### src/design/wss_pkg.sv
package wss_pkg;

   localparam int LEVEL_BITS = 11;

   // trigger level bit positions
   localparam int TRIG_RUN     = 0;
   localparam int TRIG_COPY    = 1;
   localparam int TRIG_PASTE   = 2;
   localparam int TRIG_CHANNEL = 3;
   localparam int TRIG_GATE    = 4;
   localparam int TRIG_LEFT    = 5;
   localparam int TRIG_RIGHT   = 6;
   localparam int TRIG_WRITE   = 7;
   localparam int TRIG_RESET   = 8;
   localparam int TRIG_CLK_A   = 9;
   localparam int TRIG_CLK_B   = 10;

   localparam logic [1:0] CSR_QUANTIZE   = 2'd0;
   localparam logic [1:0] CSR_AUTOSTEP   = 2'd1;
   localparam logic [1:0] CSR_PASTE_SYNC = 2'd2;
   localparam logic [1:0] CSR_MONITOR    = 2'd3;

   localparam logic [1:0] SYNC_NOW   = 2'd0;
   localparam logic [1:0] PEND_NONE  = 2'd0;
   localparam logic [1:0] PEND_CLOCK = 2'd1;
   localparam logic [1:0] PEND_START = 2'd2;

   typedef struct packed {
      logic [10:0]        trigger_levels;
      logic               clock_b_connected;
      logic signed [15:0] length_knob_position;
      logic signed [15:0] step_knob_position;
      logic signed [15:0] cv_in;
      logic               gate_in_connected;
      logic               gate_in_high;
   } req_type;

   typedef struct packed {
      logic signed [15:0] cv_out_0;
      logic signed [15:0] cv_out_1;
      logic signed [15:0] cv_out_2;
      logic signed [15:0] cv_out_3;
      logic [3:0]         gate_outs;
      logic [2:0]         selected_track;
      logic [5:0]         current_step;
      logic [6:0]         track_length;
      logic [3:0]         status_lights;
   } rsp_type;

   typedef struct packed {
      logic       quantize_enable;
      logic       autostep_enable;
      logic [1:0] paste_sync_mode;
      logic       monitor_mode;
   } cfg_type;

   // classified request handed from front to back
   typedef struct packed {
      logic [10:0]        rise;
      logic [10:0]        levels;
      logic               b_conn;
      logic signed [2:0]  len_delta;
      logic signed [2:0]  step_delta;
      logic signed [15:0] cv_in;
      logic               gate_conn;
      logic               gate_high;
   } work_type;

   function automatic logic signed [15:0] quantize(logic signed [15:0] v, logic en);
      logic signed [17:0] w;
      logic signed [17:0] t;
      logic signed [17:0] q;
      w = {{2{v[15]}}, v};
      if (!w[17]) begin
         t = w + 18'sd128;
         q = {t[17:8], 8'b0};
      end else begin
         t = -w + 18'sd128;
         q = -$signed({t[17:8], 8'b0});
      end
      if (q > 18'sd32767) q = 18'sd32512;
      if (!en) q = w;
      return q[15:0];
   endfunction

endpackage

### src/design/wss_queue.sv
module wss_queue (
   input  logic              clock,
   input  logic              reset,
   input  logic              push,
   input  wss_pkg::work_type push_data,
   output logic              full,
   output logic              pop_valid,
   input  logic              pop,
   output wss_pkg::work_type pop_data
);

   wss_pkg::work_type ent_ff [2];
   wss_pkg::work_type ent_in [2];
   logic       wp_ff, wp_in;
   logic       rp_ff, rp_in;
   logic [1:0] cnt_ff, cnt_in;

   assign full      = (cnt_ff == 2'd2);
   assign pop_valid = (cnt_ff != 2'd0);
   assign pop_data  = ent_ff[rp_ff];

   always_comb begin
      ent_in = ent_ff;
      wp_in  = wp_ff;
      rp_in  = rp_ff;
      cnt_in = cnt_ff;
      if (push) begin
         ent_in[wp_ff] = push_data;
         wp_in = ~wp_ff;
      end
      if (pop) rp_in = ~rp_ff;
      if (push && !pop) cnt_in = cnt_ff + 2'd1;
      if (pop && !push) cnt_in = cnt_ff - 2'd1;
   end

   always_ff @(posedge clock) begin
      ent_ff <= ent_in;
      if (reset) begin
         wp_ff  <= 1'b0;
         rp_ff  <= 1'b0;
         cnt_ff <= '0;
      end else begin
         wp_ff  <= wp_in;
         rp_ff  <= rp_in;
         cnt_ff <= cnt_in;
      end
   end

endmodule

### config.mk
export PLATFORM = sky130hd
export DESIGN_NAME = wss_queue
export DESIGN_NICKNAME = d
export VERILOG_FILES = /design/src/design/wss_pkg.sv /design/src/design/wss_queue.sv
export SDC_FILE = /design/constraint.sdc
export NUM_CORES = 1
export LEC_CHECK = 0
export BUFFER_PORTS_ARGS = -buffer_cell sky130_fd_sc_hd__buf_2
export CAP_MARGIN = 20
export CORE_ASPECT_RATIO = 0.8
export CORE_MARGIN = 2
export CORE_UTILIZATION = 51
export CTS_CLUSTER_DIAMETER = 60
export DETAILED_ROUTE_END_ITERATION = 6
export PLACE_DENSITY = 0.78
export SLEW_MARGIN = 0
export SYNTH_ARGS = -nofsm -noshare
export SYNTH_HDL_FRONTEND = slang
export SYNTH_SLANG_ARGS = --single-unit
### constraint.sdc
create_clock -name clock -period 3.1 [get_ports clock]
set_clock_uncertainty 0.05 [all_clocks]
set_input_delay 0.31 -clock clock [delete_from_list [all_inputs] [get_ports clock]]
set_output_delay 0.31 -clock clock [all_outputs]
set_load 0.1 [all_outputs]
# Word-level counts from Yosys, hierarchy flattened
# Cells that the tools add are included.
[op_classes]
add_sub_neg = 2
eq_ne = 1
n_reduce_logical = 7
n_mux = 8
n_lt_le_gt_ge = 3
bitwise_logic = 4
[ops]
columns = ["operator", "n"]
rows = [
  ["two-way mux 47 bit", 4],
  ["bitwise mux 94 bit", 1],
  ["demux 47 bit (select 1 bit)", 1],
  [">= comparator 2 bit (second input constant)", 2],
  ["two-way mux 2 bit", 2],
  ["inverter 1 -> 2 bit", 2],
  ["nonzero test 2 bit", 2],
  ["logical AND 1 bit", 3],
  ["adder 2 x 1 -> 2 bit (second input constant)", 1],
  ["equality test 2 bit (second input constant)", 1],
  ["logical NOT 1 bit", 2],
  ["less-than comparator 2 x 1 -> 1 bit (second input constant)", 1],
  ["inverter 1 bit", 2],
  ["subtractor 2 x 1 -> 2 bit (second input constant)", 1],
]
[totals]
in_bits = 51
word_cells = 44
ff_bits = 98

# Longest topological paths before layout
[depth]
word_depth = 6
depth_mapped = 5

# Worst setup path before layout
# Ideal clock, no wire load.
[synth_timing]
path_kind = "in2reg"
start = "input port push"
end = "register ent_ff[47] (netlist name) (enable)"
t_required_ns = 2.597
stages = 2
arrival_ns = 2.342
slack_ns = 0.255
path_cell_list = "inv_1 > nor2_1"
[synth_rtl]
columns = ["element", "line", "text"]
rows = [
  ["start: declaration", "wss_queue.sv:4", "input logic push,"],
  ["end signal: assignment", "wss_queue.sv:37", "ent_ff <= ent_in;"],
  ["end: declaration", "wss_queue.sv:12", "wss_pkg::work_type ent_ff [2];"],
]
# No word-level cell between the ends.

==> results.md <==
- Status: complete, no violations
- Final Cycle Share: 80.9%
- Vias: 1834
- Rows: 27
- Finished layout cell area: 4350 um2
- Synth area leader: edfxtp_1
- DRC violations left: 0
- WS Path Type: reg -> out
- Pwr/cell area: 707 nW/um2
- Multiplexer share of the synthesized area: 14.8%
- CP Capture Point: pop_data[45]
- Mapped cell area: 3570 um2
- Final #Nets: 327
- Synth Area in Simple Gates: 1.19%
- Worst vdd rail ir drop: 376 uV
- Synth unique cells: 16
- Clock Tree Buf Depth: 2
- Buffers added on ports: 99
- Total Neg Setup Slack: 0 ns
- Largest family of logic cells by synthesized area: multiplexers
- Starting Density: 52.3%
- Fin cells: 368
- Die area: 7690 um2
- Number of DRC markers in iteration 0: 81
- GPL Wtd Cong: 0.715
- Final hold vios: 0
- Synth Area in Compound Gates: 0.281%
- Max Fanout on Critical Path: 29
- Leakage: 1.62 nW
- Max Cap Viol: 0
- CTS resizes: 0
- First-pass GRT wire length: 9400 um
- Core Region: 6820 um2
- Power Total: 0.00307 W
- Die Span X: 97.5 um
- Post-Place Worst Slack: 0.939 ns
- Setup crit start: rp_ff$_SDFFE_PP0P_
- Worst R2R Setup Slack: 1.39 ns
- YS warnings: 0
- # H-tree levels: 3
- Req. time, crit path: 2.74 ns
- Synth area leaders: edfxtp_1 79%, mux2_2 15%, dfxtp_1 2.2%, xnor2_1 0.74%, buf_4 0.63%
- GRT busiest layer: met2
- Layout cell share with drive strength beyond 1: 60.0%
- Worst-Skew Late Latency: 0.35 ns
- Num ports: 100
- Clock Sink Count: 98
- Endpoint class of the critical path: output pin
- Period minus WS final: 2.51 ns
- CTS buffer count: 9
- Largest net degree at the start of global routing: 41
- CP arrival: 2.15 ns
- Yosys reg bits: 98
- Startpoint types: register
- Worst r2r src: wp_ff$_SDFFE_PP0P_
- Placement Cell Area: 4180 um2
- RSZ-0062 raised after global routing: false
- M1 GR Usage: 21.5%
- Syn_nets: 218
- Synth Area in Adders: 0.351%
- CTS clock-pin slew for the worst setup and hold paths: 0.09 ns
- Highest clock rate: 0.399 GHz
- Post-Syn Area per Cell: 21.5 um2
- Wire length per cell: 16.4 um
- Min-delay src: push_data[39]
- Met3 Track Usage GR: 7.48%
- DRT Wirelength: 6030 um
- R2R cell count: 2
- Initial antenna violation count: 1
- Endpoints failing setup: 0
- Post-CTS setup buffers: 0
- Tightest Pin Transition: 0.728 ns
- Cts hold-fix bufs: 0
- Final Max Slew Viols: 0
- XOR/XNOR Fraction of Synth Area: 0.982%
- Met2 Use GR: 24.5%
- Vias in the first global route: 1890
- Post-synthesis sequential area ratio: 81.3%
- CTS tree: yes
- Die height: 78.8 um
- Placed Cells incl. Taps: 351
- Detailed placement HPWL: 3980 um
- Worst Hold Class: in -> reg
- Via/cell ratio: 4.98
- Area Overhead vs Synth: 21.8%
- Worst setup margin: 0.591 ns
- Post-synthesis cell count: 166
- Post-route ant nets: 0
- Pre-antenna DRT Iters: 4
- Slew HR: 51.5%
- Total GRT Usage: 16.3%
- R2R Path End: ent_ff[10]$_DFFE_PP_
- GRT overflow: 0
- Root Buffer: clkbuf_8
- Post-synth top area share: 79.1%
## through the flow
step	hold slack [ns]	utilization [%]
after floorplan	0.329	-
after global placement	0.432	61.3
after detailed placement	0.451	61.3
after CTS	0.0707	63.7
after global routing	0.0625	63.7
final	0.0931	63.7
## worst max-delay path: stages, from the launching register on
cell and delay [ns]:
dfxtp_2 0.81, buf_4 0.33, mux2_2 0.37, buf_2 0.30
## layout by cell type (no fill, tap or decap)
| cell | instances |
|---|---|
| xnor2_1 | 3 |
| ha_1 | 1 |
| mux2_2 | 47 |
| o21ai_0 | 1 |
| clkbuf_8 | 9 |
| buf_2 | 99 |
| xor2_1 | 1 |
| diode_2 | 1 |
| edfxtp_1 | 94 |
| inv_1 | 1 |
| dfxtp_2 | 1 |
| a21oi_1 | 1 |
| dfxtp_1 | 3 |
| clkinvlp_4 | 4 |
| buf_4 | 4 |
| or3_1 | 1 |
| or2_2 | 1 |
| and2_2 | 1 |
| nor2_4 | 1 |
| clkbuf_1 | 2 |
| clkinv_1 | 1 |
| and2b_2 | 1 |
| nor2_1 | 3 |
## cell type report
type,instances,area (um2)
flip-flops and latches,98,2900
fillers,512,2480
multi-input cells,62,638
repair buffers,103,526
clock buffers,11,131
well taps,87,109
clock inverters,5,33.8
inverters,1,3.75
diodes,1,2.50
## routing by layer
layer / vias to the layer above / part of all wire, %
met5: - / 0
met4: 0 / 0.45
met1: 882 / 46
li1: 864 / -
met2: 84 / 44
met3: 4 / 9.9
## how the worst min path moves through the flow
stage               cells after the start  slack, ns                      to
CTS                                     1       0.07    ent_ff[24]$_DFFE_PP_
global placement                        2       0.43  cnt_ff[1]$_SDFFE_PP0P_
global route                            1       0.06    ent_ff[63]$_DFFE_PP_
finish                                  1       0.09    ent_ff[86]$_DFFE_PP_
floorplan                               1       0.33  cnt_ff[1]$_SDFFE_PP0P_
detailed placement                      2       0.45  cnt_ff[1]$_SDFFE_PP0P_
## cell families after synthesis
kind of cell,count (synthesis)
xor+xnor,4
fa+ha+maj,1
simple gates,8
compound gates,2
buf+inv,6
mux,47
flops,98
## cell usage after synthesis, drive strengths merged
library cell	number
o21ai	1
a21oi	1
xnor2	3
and2b	1
and2	1
xor2	1
dfxtp	4
edfxtp	94
buf	5
mux2	47
or3	1
inv	1
nor2	4
ha	1
or2	1
## power breakdown
group	internal (W)	total [W]	switching [W]
combinational	0.000154	0.000802	0.000649
clock	0.000289	0.000694	0.000404
sequential	0.00154	0.00158	0.0000355
total	0.00198	0.00307	0.00109
## state kept, by name, indices dropped and copies added, names as in the netlist
register  count
cnt_ff        2
ent_ff       94
rp_ff         1
wp_ff         1
Note: power is estimated with default switching activity, not from simulation.
