File: src/design/wss_pkg.sv
package wss_pkg;

   localparam int LEVEL_BITS = 11;

   // trigger level bit positions
   localparam int TRIG_RUN     = 0;
   localparam int TRIG_COPY    = 1;
   localparam int TRIG_PASTE   = 2;
   localparam int TRIG_CHANNEL = 3;
   localparam int TRIG_GATE    = 4;
   localparam int TRIG_LEFT    = 5;
   localparam int TRIG_RIGHT   = 6;
   localparam int TRIG_WRITE   = 7;
   localparam int TRIG_RESET   = 8;
   localparam int TRIG_CLK_A   = 9;
   localparam int TRIG_CLK_B   = 10;

   localparam logic [1:0] CSR_QUANTIZE   = 2'd0;
   localparam logic [1:0] CSR_AUTOSTEP   = 2'd1;
   localparam logic [1:0] CSR_PASTE_SYNC = 2'd2;
   localparam logic [1:0] CSR_MONITOR    = 2'd3;

   localparam logic [1:0] SYNC_NOW   = 2'd0;
   localparam logic [1:0] PEND_NONE  = 2'd0;
   localparam logic [1:0] PEND_CLOCK = 2'd1;
   localparam logic [1:0] PEND_START = 2'd2;

   typedef struct packed {
      logic [10:0]        trigger_levels;
      logic               clock_b_connected;
      logic signed [15:0] length_knob_position;
      logic signed [15:0] step_knob_position;
      logic signed [15:0] cv_in;
      logic               gate_in_connected;
      logic               gate_in_high;
   } req_type;

   typedef struct packed {
      logic signed [15:0] cv_out_0;
      logic signed [15:0] cv_out_1;
      logic signed [15:0] cv_out_2;
      logic signed [15:0] cv_out_3;
      logic [3:0]         gate_outs;
      logic [2:0]         selected_track;
      logic [5:0]         current_step;
      logic [6:0]         track_length;
      logic [3:0]         status_lights;
   } rsp_type;

   typedef struct packed {
      logic       quantize_enable;
      logic       autostep_enable;
      logic [1:0] paste_sync_mode;
      logic       monitor_mode;
   } cfg_type;

   // classified request handed from front to back
   typedef struct packed {
      logic [10:0]        rise;
      logic [10:0]        levels;
      logic               b_conn;
      logic signed [2:0]  len_delta;
      logic signed [2:0]  step_delta;
      logic signed [15:0] cv_in;
      logic               gate_conn;
      logic               gate_high;
   } work_type;

   function automatic logic signed [15:0] quantize(logic signed [15:0] v, logic en);
      logic signed [17:0] w;
      logic signed [17:0] t;
      logic signed [17:0] q;
      w = {{2{v[15]}}, v};
      if (!w[17]) begin
         t = w + 18'sd128;
         q = {t[17:8], 8'b0};
      end else begin
         t = -w + 18'sd128;
         q = -$signed({t[17:8], 8'b0});
      end
      if (q > 18'sd32767) q = 18'sd32512;
      if (!en) q = w;
      return q[15:0];
   endfunction

endpackage

File: src/design/wss_front.sv
module wss_front (
   input  logic              clock,
   input  logic              reset,
   input  logic              req_valid,
   output logic              req_stall,
   input  wss_pkg::req_type  req_data,
   input  logic              q_full,
   output logic              q_push,
   output wss_pkg::work_type q_data
);

   logic [10:0]        prev_lv_ff, prev_lv_in;
   logic signed [15:0] last_len_ff, last_len_in;
   logic signed [15:0] last_step_ff, last_step_in;
   logic signed [16:0] len_d, step_d;
   logic               accept;

   assign req_stall = q_full;
   assign accept    = req_valid && !q_full;
   assign q_push    = accept;

   always_comb begin
      len_d  = {req_data.length_knob_position[15], req_data.length_knob_position}
             - {last_len_ff[15], last_len_ff};
      step_d = {req_data.step_knob_position[15], req_data.step_knob_position}
             - {last_step_ff[15], last_step_ff};

      q_data.rise      = req_data.trigger_levels & ~prev_lv_ff;
      q_data.levels    = req_data.trigger_levels;
      q_data.b_conn    = req_data.clock_b_connected;
      q_data.cv_in     = req_data.cv_in;
      q_data.gate_conn = req_data.gate_in_connected;
      q_data.gate_high = req_data.gate_in_high;
      // jumps larger than two detents are dropped
      q_data.len_delta = (len_d >= -17'sd2 && len_d <= 17'sd2) ? len_d[2:0] : 3'sd0;
      q_data.step_delta = (step_d >= -17'sd2 && step_d <= 17'sd2) ? step_d[2:0] : 3'sd0;

      prev_lv_in   = prev_lv_ff;
      last_len_in  = last_len_ff;
      last_step_in = last_step_ff;
      if (accept) begin
         prev_lv_in   = req_data.trigger_levels;
         last_len_in  = req_data.length_knob_position;
         last_step_in = req_data.step_knob_position;
      end
   end

   always_ff @(posedge clock) begin
      if (reset) begin
         prev_lv_ff   <= '0;
         last_len_ff  <= '0;
         last_step_ff <= '0;
      end else begin
         prev_lv_ff   <= prev_lv_in;
         last_len_ff  <= last_len_in;
         last_step_ff <= last_step_in;
      end
   end

endmodule

File: config.mk
export PLATFORM = sky130hd
export DESIGN_NAME = wss_front
export DESIGN_NICKNAME = d
export VERILOG_FILES = /design/src/design/wss_pkg.sv /design/src/design/wss_front.sv
export SDC_FILE = /design/constraint.sdc
export NUM_CORES = 1
export LEC_CHECK = 0
export CAP_MARGIN = 10
export CORE_UTILIZATION = 67
export CTS_BUF_LIST = sky130_fd_sc_hd__clkbuf_4 sky130_fd_sc_hd__clkbuf_8
export CTS_CLUSTER_DIAMETER = 200
export CTS_CLUSTER_SIZE = 16
export DETAILED_ROUTE_END_ITERATION = 12
export DONT_BUFFER_PORTS = 1
export GPL_ROUTABILITY_DRIVEN = 0
export PLACE_DENSITY = 0.83
export SETUP_SLACK_MARGIN = 0.4
export SLEW_MARGIN = 15
export SYNTH_ARGS = -nofsm -noshare
export SYNTH_HDL_FRONTEND = slang
export SYNTH_SLANG_ARGS = --single-unit
File: constraint.sdc
create_clock -name clock -period 3.7 [get_ports clock]
set_clock_uncertainty 0.2 [all_clocks]
set_input_delay 0.37 -clock clock [delete_from_list [all_inputs] [get_ports clock]]
set_output_delay 0.37 -clock clock [all_outputs]
set_load 0.02 [all_outputs]
======== Word level (Yosys, flattened, before mapping) ========
Index checks and enable logic that the tools add are counted.
W data, S select, Z words.
storage, ports and cells
  output and inout bits ................... 49
  memory bits (read-only) ................. 0
  memory bits (writable) .................. 0
  memories kept ........................... 0
  register bits ........................... 43
  logic and storage cells ................. 17
  latch bits .............................. 0
  bits of input ports ..................... 66
operators by class
  eq/ne operators ......................... 0
  shift-type cells ........................ 0
  bitwise gates (word level) .............. 2
  order comparisons ....................... 4
  reduce and logical (&&, ||, !) cells .... 4
  divide/modulo/power cells ............... 0
  multiplexer cells ....................... 2
  $mul .................................... 0
  add/sub/neg operators ................... 2
operators with widths
  kind                   count
  $ge A17 B2 Y1 const B  2
  $le A17 B3 Y1 const B  2
  $sub A16 B16 Y17       2
  $and A11 B11 Y11       1
  $not A11 Y11           1
  $mux W3                2
  $logic_and A1 B1 Y1    3
  $logic_not A1 Y1       1

======== Logic depth before layout (Yosys ltp) ========
Gate-level depths: netlist of run 1.
  depth in word-level cells ............... 4
  gate-level depth with buffers ........... 11
  depth with buffers taken out ............ 11

======== Least setup slack after synthesis of run 1 ========
Ideal clock, no wire load.
  path kind ............................... input -> output
  start point ............................. in req_data[34] (netlist name)
  end point ............................... out q_data[21] (netlist name)
  cell stages on the path ................. 11
  required time ........................... 3.130 ns
  slack ................................... -0.052 ns
  arrival ................................. 3.182 ns
  cell sequence ........................... inv_1 ha_1 fa_1 nor2b_4 o2111a_2 o2111a_1 a211oi_1 nor4b_2 or4b_1 or4b_4 a21oi_1
RTL lines
  element      RTL line        text
  from (decl)  wss_front.sv:6  input wss_pkg::req_type req_data,
  to (decl)    wss_front.sv:9  output wss_pkg::work_type q_data

==> impl_metrics.env, run 1 <==
export IMPL_cts_inserted_buffers=5
export IMPL_die_y_um=77.81
export IMPL_first_pass_iters=5
export IMPL_critical_path_class="reg2out"
export IMPL_grt_pass1_wl_mm=17.75
export IMPL_period_needed_ps=3901
export IMPL_cts_num_sinks=43
export IMPL_drt_drc_violations_left=0
export IMPL_fillers=308
export IMPL_cts_htree_levels=2
export IMPL_power_combinational_fraction=0.408
export IMPL_dominantRegCellSynth="dfxtp_1"
export IMPL_place_detailed_hpwl_mm=6.411
export IMPL_insertion_delay_ps=320
export IMPL_synth_avg_cell_area_um2=7.156
export IMPL_grt_pass1_vias=3926
export IMPL_clkPwrFrac=0.245
export IMPL_rows=27
export IMPL_cts_tree="yes"
export IMPL_reg2reg_to="last_len_ff[0]"
export IMPL_worst_setup_path_end_kind="output port"
export IMPL_rsz0062_at_grt="true"
export IMPL_antennaDiodeCount=0
export IMPL_overflow=0
export IMPL_hold_viol=0
export IMPL_setup_tns_ps=-551.4
export IMPL_r2r_setup_slack_ps=2240
export IMPL_power_net_switching_mw=0.5500
export IMPL_leakagePower_nw=1.720
export IMPL_syn_inst=538
export IMPL_ios=115
export IMPL_syn_area_mm2=0.003850
export IMPL_ff2ff_path_depth=3
export IMPL_setup_viol=3
export IMPL_tightest_slew_ps=481.4
export IMPL_layout_nets=652
export IMPL_arrival_ps=3330
export IMPL_violations="negative setup slack"
export IMPL_clockRootBuffer="clkbuf_8"
export IMPL_core_area_mm2=0.005507
export IMPL_die_w_um=77.81
export IMPL_antenna_found_initial=0
export IMPL_synth_top_area_frac=0.2236
export IMPL_holdPathEnd="last_step_ff[13]"
export IMPL_start_kind="register"
export IMPL_die_area_mm2=0.006054
export IMPL_internal_power_mw=0.8820
export IMPL_mostFrequentLayoutCell="nand2_1"
export IMPL_clk_pin_slew_ps=110
export IMPL_grt_start_max_net_pins=44
export IMPL_wl_mm=11.53
export IMPL_synthToLayoutAreaGrowth_pct=21.22
export IMPL_first_iter_violations=314
export IMPL_min_path_type="in2reg"
export IMPL_yosysSeqAreaShare=0.2236
export IMPL_p_total_mw=1.432
export IMPL_synth_seq_cells=43
export IMPL_cp_required_ps=3130
export IMPL_synth_top_area_cell="dfxtp_1"
export IMPL_synth_edf_count=0
export IMPL_holdPathStages=2
export IMPL_seq_power_share=0.347
export IMPL_dp_slack_ps=27.01
export IMPL_timing_rr_start="last_len_ff[0]"
export IMPL_drv_slew=0
export IMPL_ant_nets=0
export IMPL_fin_util=0.8475
export IMPL_synthArstFlopShare=0
export IMPL_port_buffers=0
export IMPL_slew_headroom=0.6757
export IMPL_switching_share=0.3841
export IMPL_final_cell_mix="101 x nand2_1, 61 x a21oi_1, 43 x dlygate4sd3_1"
export IMPL_clock_path_buffers=2
export IMPL_layout_drive_gt1_share=0.1953
export IMPL_syn_num_nets=638
export IMPL_clock_fmax_mhz=256.3
export IMPL_drt_wirelength_per_cell_um=18.44
export IMPL_synth_cell_types=65
export IMPL_start_util=0.6992
export IMPL_grt_usage=0.3638
export IMPL_status="finished with violations"
export IMPL_fin_crit_sh=1.054
export IMPL_holdCritStartpoint="reset"
export IMPL_peakVddDrop_mv=0.2876
export IMPL_ys_warn_count=0
export IMPL_powerDensity_mw_per_mm2=306.8
export IMPL_whs_ps=140.4
export IMPL_viasPerCell=6.464
export IMPL_setup_ws_ps=-201.2
export IMPL_cap_violations=0
export IMPL_vias=4040
export IMPL_cp_max_fo=6
export IMPL_yosys_top_cells_area="dfxtp_1 22%, ha_1 10%, nand2_1 9.8%"
[synth_stat cells (all sizes together), types with 2 or more instances]
cell	number
nor4b	2
or2	4
a311oi	3
xor2	10
o211ai	6
dfxtp	43
o21ai	22
a211oi	6
o31ai	2
and2	3
nand2	101
nand2b	6
o2111a	2
nand4b	2
a31oi	4
a21oi	75
or3	2
nor2b	18
nand4	4
o22ai	2
nor2	30
mux2i	2
a311o	2
inv	41
xnor2	13
nor3	7
nor4	2
ha	32
and4	2
a21boi	3
nand3	4
buf	35
fa	2
a211o	2
clkbuf	18
o311ai	2
a2111oi	3
and3	5
or4b	2
[cells by family after synthesis]
kind of cell | share of synthesized area
simple gates | 0.2470
compound gates | 0.2298
buf+inv | 0.1277
flops | 0.2236
fa+ha+maj | 0.1144
xor+xnor | 0.05232
mux | 0.005200
[worst max-delay path, cell delays in order (launching register included)]
cell      delay, ps
dfxtp_2         360
ha_4            160
fa_2            370
nor2b_4         130
o2111a_2        250
o2111a_1        210
a211oi_2         60
nor4b_2         220
or4b_4          490
or4b_4          540
a21oi_4         220
[area by class of cell]
cell class	instances	area, µm²	share of cell area
sequential	43	870.8	0.1866
multi-input combinational	400	2873	0.6156
tap	72	90.09	0.01930
clock inverter	3	26.28	0.005630
timing repair buffer	60	570.5	0.1223
clock buffer	5	68.82	0.01475
inverter	42	167.7	0.03592
[worst max-delay path by stage]
stage,slack [ps],startpoint,to,depth (start not counted)
finish,-200,last_len_ff[0],q_data[22],10
detailed placement,30,req_data[34],q_data[21],11
CTS,-240,last_len_ff[0],q_data[22],10
global placement,90,req_data[34],q_data[21],11
global route,-310,last_len_ff[2],q_data[22],10
floorplan,160,req_data[34],q_data[21],11
[power by group through the flow]
stage                     sequential (mW)  combinational, mW  clock (mW)
after floorplan                     0.503              0.405           0
final                               0.498              0.584       0.350
after detailed placement            0.506              0.420           0
after global placement              0.505              0.408           0
after CTS                           0.496              0.519       0.346
after global routing                0.500              0.629       0.362
[metal layers]
| metal | vias to the layer above | global-route usage | share of wire |
|---|---|---|---|
| li1 | 1850 | - | - |
| met4 | 0 | 0.1811 | 0.044 |
| met1 | 1861 | 0.4119 | 0.39 |
| met3 | 65 | 0.08471 | 0.086 |
| met2 | 264 | 0.6354 | 0.49 |
| met5 | - | 0 | 0 |
[state kept, by name, indices dropped and copies added, names as in the netlist]
signal and flops:
last_len_ff 16, last_step_ff 16, prev_lv_ff 11
[stage by stage]
stage,instances,instance area (µm²)
floorplan,538,3908
global placement,562,3701
detailed placement,562,3701
CTS,620,4514
global route,625,4667
finish,625,4667
[timing repair]
| item | CTS | global route |
|---|---|---|
| gates resized for setup | 48 | 31 |
| hold buffers | 44 | 0 |
| setup buffers | 6 | 5 |
| endpoints found under the hold margin | 43 | 0 |
| pin swaps | 22 | 22 |
| endpoints found under the setup margin | 6 | 6 |
Note: power is estimated with default switching activity, not from simulation.
==> run 2: changes to the inputs <==
==> constraint.sdc (replaced) <==
create_clock -name clock -period 3.7 [get_ports clock]
set_clock_uncertainty 0.2 [all_clocks]
set_input_delay 0.925 -clock clock [delete_from_list [all_inputs] [get_ports clock]]
set_output_delay 0.925 -clock clock [all_outputs]
set_load 0.02 [all_outputs]
==> run 2 against run 1 <==
Effect of this change:
- the flow still finishes with violations (negative setup slack)
- global-route usage shrank 3.8 points
- first-iteration DRC count shrank 18%
- cell area shrank 1.6%
- utilization shrank 1.3 points
- non-clock buffer count grew 22
- power grew 2.2%
- critical path depth grew 1
- highest routed layer unchanged
==> impl_metrics.env, run 2 (synthesized netlist as in run 1, its figures left out) <==
export IMPL_overflow=0
export IMPL_clk_pin_slew_ps=90
export IMPL_grt_pass1_wl_mm=16.18
export IMPL_start_util=0.6992
export IMPL_viasPerCell=6.068
export IMPL_clock_path_buffers=2
export IMPL_port_buffers=0
export IMPL_wl_mm=10.16
export IMPL_antennaDiodeCount=0
export IMPL_slew_headroom=0.6649
export IMPL_p_total_mw=1.463
export IMPL_final_cell_mix="100 x nand2_1, 80 x buf_4, 65 x a21oi_1"
export IMPL_first_iter_violations=257
export IMPL_place_detailed_hpwl_mm=6.921
export IMPL_mostFrequentLayoutCell="nand2_1"
export IMPL_hold_viol=0
export IMPL_core_area_mm2=0.005507
export IMPL_cts_htree_levels=2
export IMPL_die_w_um=77.81
export IMPL_fillers=365
export IMPL_clock_fmax_mhz=212.8
export IMPL_cp_required_ps=2570
export IMPL_layout_nets=674
export IMPL_setup_ws_ps=-999.9
export IMPL_powerDensity_mw_per_mm2=318.5
export IMPL_status="finished with violations"
export IMPL_peakVddDrop_mv=0.2169
export IMPL_whs_ps=251.3
export IMPL_dp_slack_ps=-1073
export IMPL_min_path_type="reg2reg"
export IMPL_ant_nets=0
export IMPL_top_regs="last_len_ff: 16 flops, last_step_ff: 16 flops, prev_lv_ff: 11 flops"
export IMPL_stdcell_area_mm2=0.004594
export IMPL_insertion_delay_ps=300
export IMPL_drv_slew=0
export IMPL_period_needed_ps=4700
export IMPL_first_pass_iters=6
export IMPL_violations="negative setup slack"
export IMPL_layout_drive_gt1_share=0.2365
export IMPL_cts_num_sinks=43
export IMPL_clockRootBuffer="clkbuf_8"
export IMPL_cts_tree="yes"
export IMPL_start_kind="input port"
export IMPL_tightest_slew_ps=497.4
export IMPL_register_area_um2=860.8
export IMPL_fin_util=0.8344
export IMPL_grt_start_max_net_pins=44
export IMPL_ios=115
export IMPL_drt_wirelength_per_cell_um=15.70
export IMPL_grt_usage=0.3261
export IMPL_worst_setup_path_end_kind="output port"
export IMPL_leakagePower_nw=1.833
export IMPL_antenna_found_initial=0
export IMPL_critical_path_class="in2out"
export IMPL_die_y_um=77.81
export IMPL_arrival_ps=3570
export IMPL_cts_inserted_buffers=5
export IMPL_vias=3926
export IMPL_synthToLayoutAreaGrowth_pct=19.34
export IMPL_drt_drc_violations_left=0
export IMPL_cp_max_fo=3
export IMPL_grt_pass1_vias=3831
export IMPL_die_area_mm2=0.006054
export IMPL_multi_input_area_mm2=0.002725
export IMPL_rsz0062_at_grt="true"
export IMPL_fin_crit_sh=1.270
export IMPL_cap_violations=0
export IMPL_rows=27
export IMPL_setup_viol=6
export IMPL_dpl_cell_area_mm2=0.004288
-- run 2: cell types whose count changed in the layout (fill, tap and decap cells not counted), sizes merged --
cell,previous run,this run
buf,17,82
clkinv,1,3
dlygate4sd3,43,0
bufinv,0,1
inv,44,41
-- run 2: metrics by stage --
stage | TNS [ps] | cells
2_1_floorplan | -4070 | 538
3_3_place_gp | -4902 | 635
3_5_place_dp | -5191 | 635
4_1_cts | -4403 | 646
5_1_grt | -5302 | 647
6_report | -4610 | 647
-- run 2: path summary, 6_finish.rpt --
check,from,end,slack [ps],depth (start not counted)
setup / recovery,req_data[34],q_data[22],-1000,11
hold / removal,last_len_ff[4],last_len_ff[4],250,2
setup reg to reg,last_step_ff[1],last_step_ff[1],2740,3
hold reg to reg,last_len_ff[4],last_len_ff[4],250,2
-- run 2: area by class of cell --
cell class | instances | area share
multi-input combinational | 400 | 0.5931
sequential | 43 | 0.1874
inverter | 42 | 0.03976
clock inverter | 3 | 0.009532
timing repair buffer | 82 | 0.1356
clock buffer | 5 | 0.01498
tap | 72 | 0.01961
-- run 2: power by group --
part | total [mW] | internal (mW) | switching (mW)
logic | 0.587 | 0.273 | 0.314
registers | 0.495 | 0.484 | 0.0112
clock network | 0.381 | 0.201 | 0.180
-- run 2: worst max-delay path: stages --
cell and delay, ps:
inv_8 10, ha_4 140, fa_2 360, buf_4 150
xor2_1 170, nor2_1 150, nand3_1 140, nor4b_4 290
or4b_1 450, or4b_4 550, a21oi_4 220
-- run 2: timing repair --
item | 4_1_cts | 5_1_grt
hold buffers | 0 | 0
resized for setup | 24 | 12
pin swaps | 17 | 9
setup endpoints to repair | 6 | 6
setup buffers | 3 | 1
-- run 2: metal layers --
| layer | up-vias | wire [µm] | track usage |
|---|---|---|---|
| li1 | 1893 | - | - |
| met1 | 1851 | 3964 | 0.3575 |
| met2 | 144 | 5388 | 0.6106 |
| met3 | 38 | 508 | 0.05882 |
| met4 | 0 | 298 | 0.1340 |
| met5 | - | 0 | 0 |
